$ cat config.mk
export PLATFORM = sky130hd
export DESIGN_NAME = lis_out
export DESIGN_NICKNAME = d
export VERILOG_FILES = /design/src/hw/rtl/lis_pkg.sv /design/src/hw/rtl/lis_out.sv
export SDC_FILE = /design/constraint.sdc
export NUM_CORES = 2
export LEC_CHECK = 0
export ABC_CLOCK_PERIOD_IN_PS = 4270
export BUFFER_PORTS_ARGS = -buffer_cell sky130_fd_sc_hd__buf_2
export CAP_MARGIN = 10
export CORE_AREA = 8 8 416 418
export DETAILED_ROUTE_END_ITERATION = 10
export DIE_AREA = 0 0 424 426
export PLACE_DENSITY = 0.77
export SLEW_MARGIN = 40
export SYNTH_ARGS = -nofsm -noshare
export SYNTH_HDL_FRONTEND = slang
export SYNTH_SLANG_ARGS = --single-unit
$ cat constraint.sdc
create_clock -name clk -period 4.27 [get_ports clk]
set_clock_uncertainty 0.2 [all_clocks]
set_input_delay 0.427 -clock clk [delete_from_list [all_inputs] [get_ports clk]]
set_output_delay 0.427 -clock clk [all_outputs]
set_load 0.01 [all_outputs]
$ cat src/hw/rtl/lis_pkg.sv
`default_nettype none

package lis_pkg;

	localparam int DEF_CAPACITY   = 64;
	localparam int DEF_VALUE_BITS = 32;

	localparam int ELEM_W      = 32;
	localparam int LEN_W       = 7;
	localparam int M_TDATA_W   = 40;

	// handoff from the trace walk to the result stage
	typedef struct packed {
		logic             start;
		logic             ovf;
		logic [LEN_W-1:0] length;
	} emit_cmd_t;

endpackage

`default_nettype wire

$ cat src/hw/rtl/lis_out.sv
`default_nettype none

module lis_out #(
	parameter int CAPACITY   = lis_pkg::DEF_CAPACITY,
	parameter int VALUE_BITS = lis_pkg::DEF_VALUE_BITS
) (
	input  wire logic                           clk,
	input  wire logic                           arst_n,
	input  wire logic                           wr_en,
	input  wire logic [$clog2(CAPACITY)-1:0]    wr_addr,
	input  wire logic [VALUE_BITS:0]            wr_data,   // {end mark, value}
	input  wire lis_pkg::emit_cmd_t             cmd,
	output logic                                done,
	output logic                                m_tvalid,
	input  wire logic                           m_tready,
	// element [31:0], length [38:32], zero pad [39]
	output logic [lis_pkg::M_TDATA_W-1:0]       m_tdata,
	output logic                                m_tlast,
	// overflowed [0]
	output logic                                m_tuser
);

	localparam int IW    = $clog2(CAPACITY);
	localparam int EXT_W = (VALUE_BITS > lis_pkg::ELEM_W) ? VALUE_BITS : lis_pkg::ELEM_W;

	typedef enum logic [2:0] {
		O_IDLE = 3'b001,
		O_RD   = 3'b010,
		O_LD   = 3'b100
	} ostate_t;

	ostate_t                     state_q;
	logic [VALUE_BITS:0]         buf_mem [CAPACITY];
	logic [VALUE_BITS:0]         rdata_q;
	logic [IW-1:0]               e_q;
	logic [lis_pkg::LEN_W-1:0]   len_q;
	logic                        ovf_q;
	logic [EXT_W-1:0]            elem_ext;
	logic                        rd_end;

	always_ff @(posedge clk) begin
		if (wr_en) begin
			buf_mem[wr_addr] <= wr_data;
		end
		rdata_q <= buf_mem[e_q];
	end

	assign elem_ext = EXT_W'(rdata_q[VALUE_BITS-1:0]);
	assign rd_end   = rdata_q[VALUE_BITS];
	assign done     = (state_q == O_LD) && rd_end;

	always_ff @(posedge clk or negedge arst_n) begin
		if (!arst_n) begin
			state_q  <= O_IDLE;
			m_tvalid <= 1'b0;
			e_q      <= '0;
		end else begin
			if (m_tvalid && m_tready) begin
				m_tvalid <= 1'b0;
			end
			case (state_q)
				O_IDLE: begin
					if (cmd.start) begin
						e_q     <= '0;
						state_q <= O_RD;
					end
				end
				O_RD: begin
					// out register is free by the next edge
					if (!m_tvalid || m_tready) begin
						state_q <= O_LD;
					end
				end
				O_LD: begin
					m_tvalid <= 1'b1;
					e_q      <= e_q + 1'b1;
					state_q  <= rd_end ? O_IDLE : O_RD;
				end
				default: state_q <= O_IDLE;
			endcase
		end
	end

	always_ff @(posedge clk) begin
		if (state_q == O_IDLE && cmd.start) begin
			len_q <= cmd.length;
			ovf_q <= cmd.ovf;
		end
		if (state_q == O_LD) begin
			m_tdata <= {1'b0, len_q, elem_ext[lis_pkg::ELEM_W-1:0]};
			m_tlast <= rd_end;
			m_tuser <= ovf_q;
		end
	end

endmodule

`default_nettype wire
==> out/metrics.cfg <==
[status]
status=complete, no violations

[synthesis]
syn_avg_cell_area_um2=23.01
syn_inst=3592
synth-adder-area-share_pct=0.01514
synthFlopType=edfxtp_1
synth-simple-area-share_pct=1.599
synth_mux_area_share_pct=14.69
synthesis.nets=3645
synth_edf_count=2161
yosysSeqAreaShare_pct=79.63
synth_compound_area_share_pct=2.840
yosysUniqueCellTypes=50
ys_ff_latch=2204
synth-async-reset-ratio_pct=0.4537
synth-xor-area-share_pct=0.01060
yosys_warnings=0
synth_top_family_by_area=multiplexers
netlist_area_um2=82640

[run]
drv_cap=0

[timing]
tightest_slew_ps=956.5
rsz0062_at_grt=no
post-route-min-period_ps=3644
maxSlewViolCount=0
fin_crit_sh_pct=85.34
finalHoldViolations=0
setup_violations=0
max_slew_margin_pct=36.08
finalSetupTns_ps=0
max_freq_ghz=0.2744

[clocking]
clk_pin_slew_worst_paths_ps=60
clock_latency_ps=830
post_cts_buffers=0
cts_buffer_depth=3
ctsResizeCount=0
cts_htree_levels=4
cts_tree=built
cts-root-buf=clkbuf_16
cts.sinks=2204
cts_buffers=202

[drt]
via_per_inst=6.474
drt_iter0_markers=6408
antenna_left=0
vias=40780
drc=0
drt-total-wl_um=207400
drt_pass1_iterations=6
wl_per_cell_um=32.93

[grt]
grt_pass1_vias=41410
grt_max_degree=124
track_usage_pct=22.69
grt_antenna_before_repair=7
grt_pass1_wl_um=296400
overflow=0

[final_layout]
layout-drive-gt1-share_pct=28.49
layout.cells.most_common_list=edfxtp_1, mux4_2, clkbuf_16
layout.nets=3970
syn_to_final_growth_pct=14.29
final_common_cell=edfxtp_1

[setup_path]
slowest_stage=dfrtp_4
cp-startpoint=e_q[0]
critPathKind=reg -> reg
cpLargestDelayFamily=flip-flops
crit_buf_inv=2
path_max_fanout=32
worstPathArrival_ps=4130
crit_path_end_kind=register
critPathLaunchType=register
worst_ep_required_time_ps=4750
r2r-start=e_q[0]
path_cells=buf_4, mux4_2, o22ai_1, nor3_1, a2111oi_0, buf_4, a221oi_1
path_common_cell=buf_4
cpPeakStageDelay_ps=950

[die]
dieWidth_um=424
die_area_um2=180600
initial_core_util_pct=49.70
coreArea_um2=166300
rows=150
die_height_um=426
io_pins=96

[power_and_ir_drop]
p_total_w=0.04723
power.leakage_nw=28.40
p_per_area_nw_per_um2=500.0
vdd_ir_drop_max_mv=0.3452

[place]
hpwl_um=116100
place_congestion=0.8388
io_buffers=94

[worst_hold_path]
hp-class=in -> reg
min_from=wr_data[21]

cells by family (layout without fill, tap and decap cells):
| logic type | after synthesis | in the layout |
|---|---|---|
| fa+ha+maj | 1 | 1 |
| simple gates | 265 | 265 |
| buf+inv | 209 | 709 |
| compound gates | 329 | 329 |
| mux | 582 | 582 |
| other cells | 1 | 5 |
| xor+xnor | 1 | 1 |
| flops | 2204 | 2204 |
stage by stage:
stage               instances  cell area, um2  setup slack, ps  util (%)  hold WS [ps]
floorplan                3592           82640            412.9         -        -68.59
global placement         5873           87430            535.3     52.58         157.5
CTS                      6294           94420            644.6     56.78         59.69
global route             6296           94440            585.2     56.80         87.70
detailed placement       5874           87560            674.5     52.65         159.1
finish                   6300           94450            626.0     56.80         99.18
cell usage after synthesis, types with 9 or more instances:
cell type	n	area share (%)
nor2_1	101	0.46
nand2b_1	15	0.11
o22ai_1	135	1.0
nor4_1	27	0.20
dfxtp_1	33	0.80
o21ai_0	12	0.073
buf_2	64	0.39
a21oi_1	13	0.079
nand3_1	14	0.085
buf_4	28	0.25
a221oi_1	12	0.13
o221ai_1	22	0.23
a22oi_1	18	0.16
edfxtp_1	2161	79
a211oi_1	57	0.52
nor2b_1	41	0.31
dfrtp_1	9	0.27
clkbuf_1	87	0.40
a22o_1	13	0.14
mux4_2	504	14
nor3_1	12	0.073
o22a_1	25	0.26
buf_1	22	0.10
nand2_1	28	0.13
mux2_2	10	0.14
mux2i_1	68	0.82
timing repair:
action	CTS	global route
endpoints found under the setup margin	0	0
hold endpoints to repair	1688	0
hold buffers	41	0
routing by layer:
metal / global-route usage, % / wire [um] / vias up
met5: 0 / 61 / -
met4: 10.05 / 10290 / 8
met3: 5.054 / 24210 / 481
met2: 36.41 / 99780 / 3020
met1: 30.11 / 73090 / 21220
li1: - / - / 16060
flip-flops by register name, indices dropped and copies added, names as in the netlist:
register / cells
rdata_q: 33
ovf_q: 1
m_tlast: 1
state_q: 3
m_tdata: 39
e_q: 6
m_tvalid: 1
buf_mem: 2112
m_tuser: 1
len_q: 7
worst register-to-register path, stage by stage (launching register included):
cell       delay [ps]
dfrtp_4           950
buf_4             500
mux4_2            550
o22ai_1           230
nor3_1            130
a2111oi_0         670
buf_4             220
a221oi_1           50
power by group:
part	internal (W)	total, W	switching, W
Clock	0.00985	0.0176	0.00778
Combinational	0.00269	0.00527	0.00258
Sequential	0.0241	0.0243	0.000252
Total	0.0366	0.0472	0.0106
path summary, 6_finish.rpt:
check	cells after the start	slack, ps	to
worst max-delay path	7	630	rdata_q[24]
worst min-delay path	2	100	buf_mem[26][21]
worst max register to register	7	630	rdata_q[24]
worst min register to register	0	210	m_tdata[27]
max in group asynchronous	4	2150	e_q[1]
min in group asynchronous	3	440	state_q[0]
final cells by class:
cell class	instances	area [um2]
Antenna cell	4	10.01
Clock buffer	266	5410
Clock inverter	113	1039
Fill cell	11460	71830
Inverter	4	15.01
Multi-Input combinational cell	1179	16390
Sequential cell	2204	65820
Tap cell	2204	2758
Timing Repair Buffer	326	3014
No activity file was read; power rests on OpenSTA's default activity.
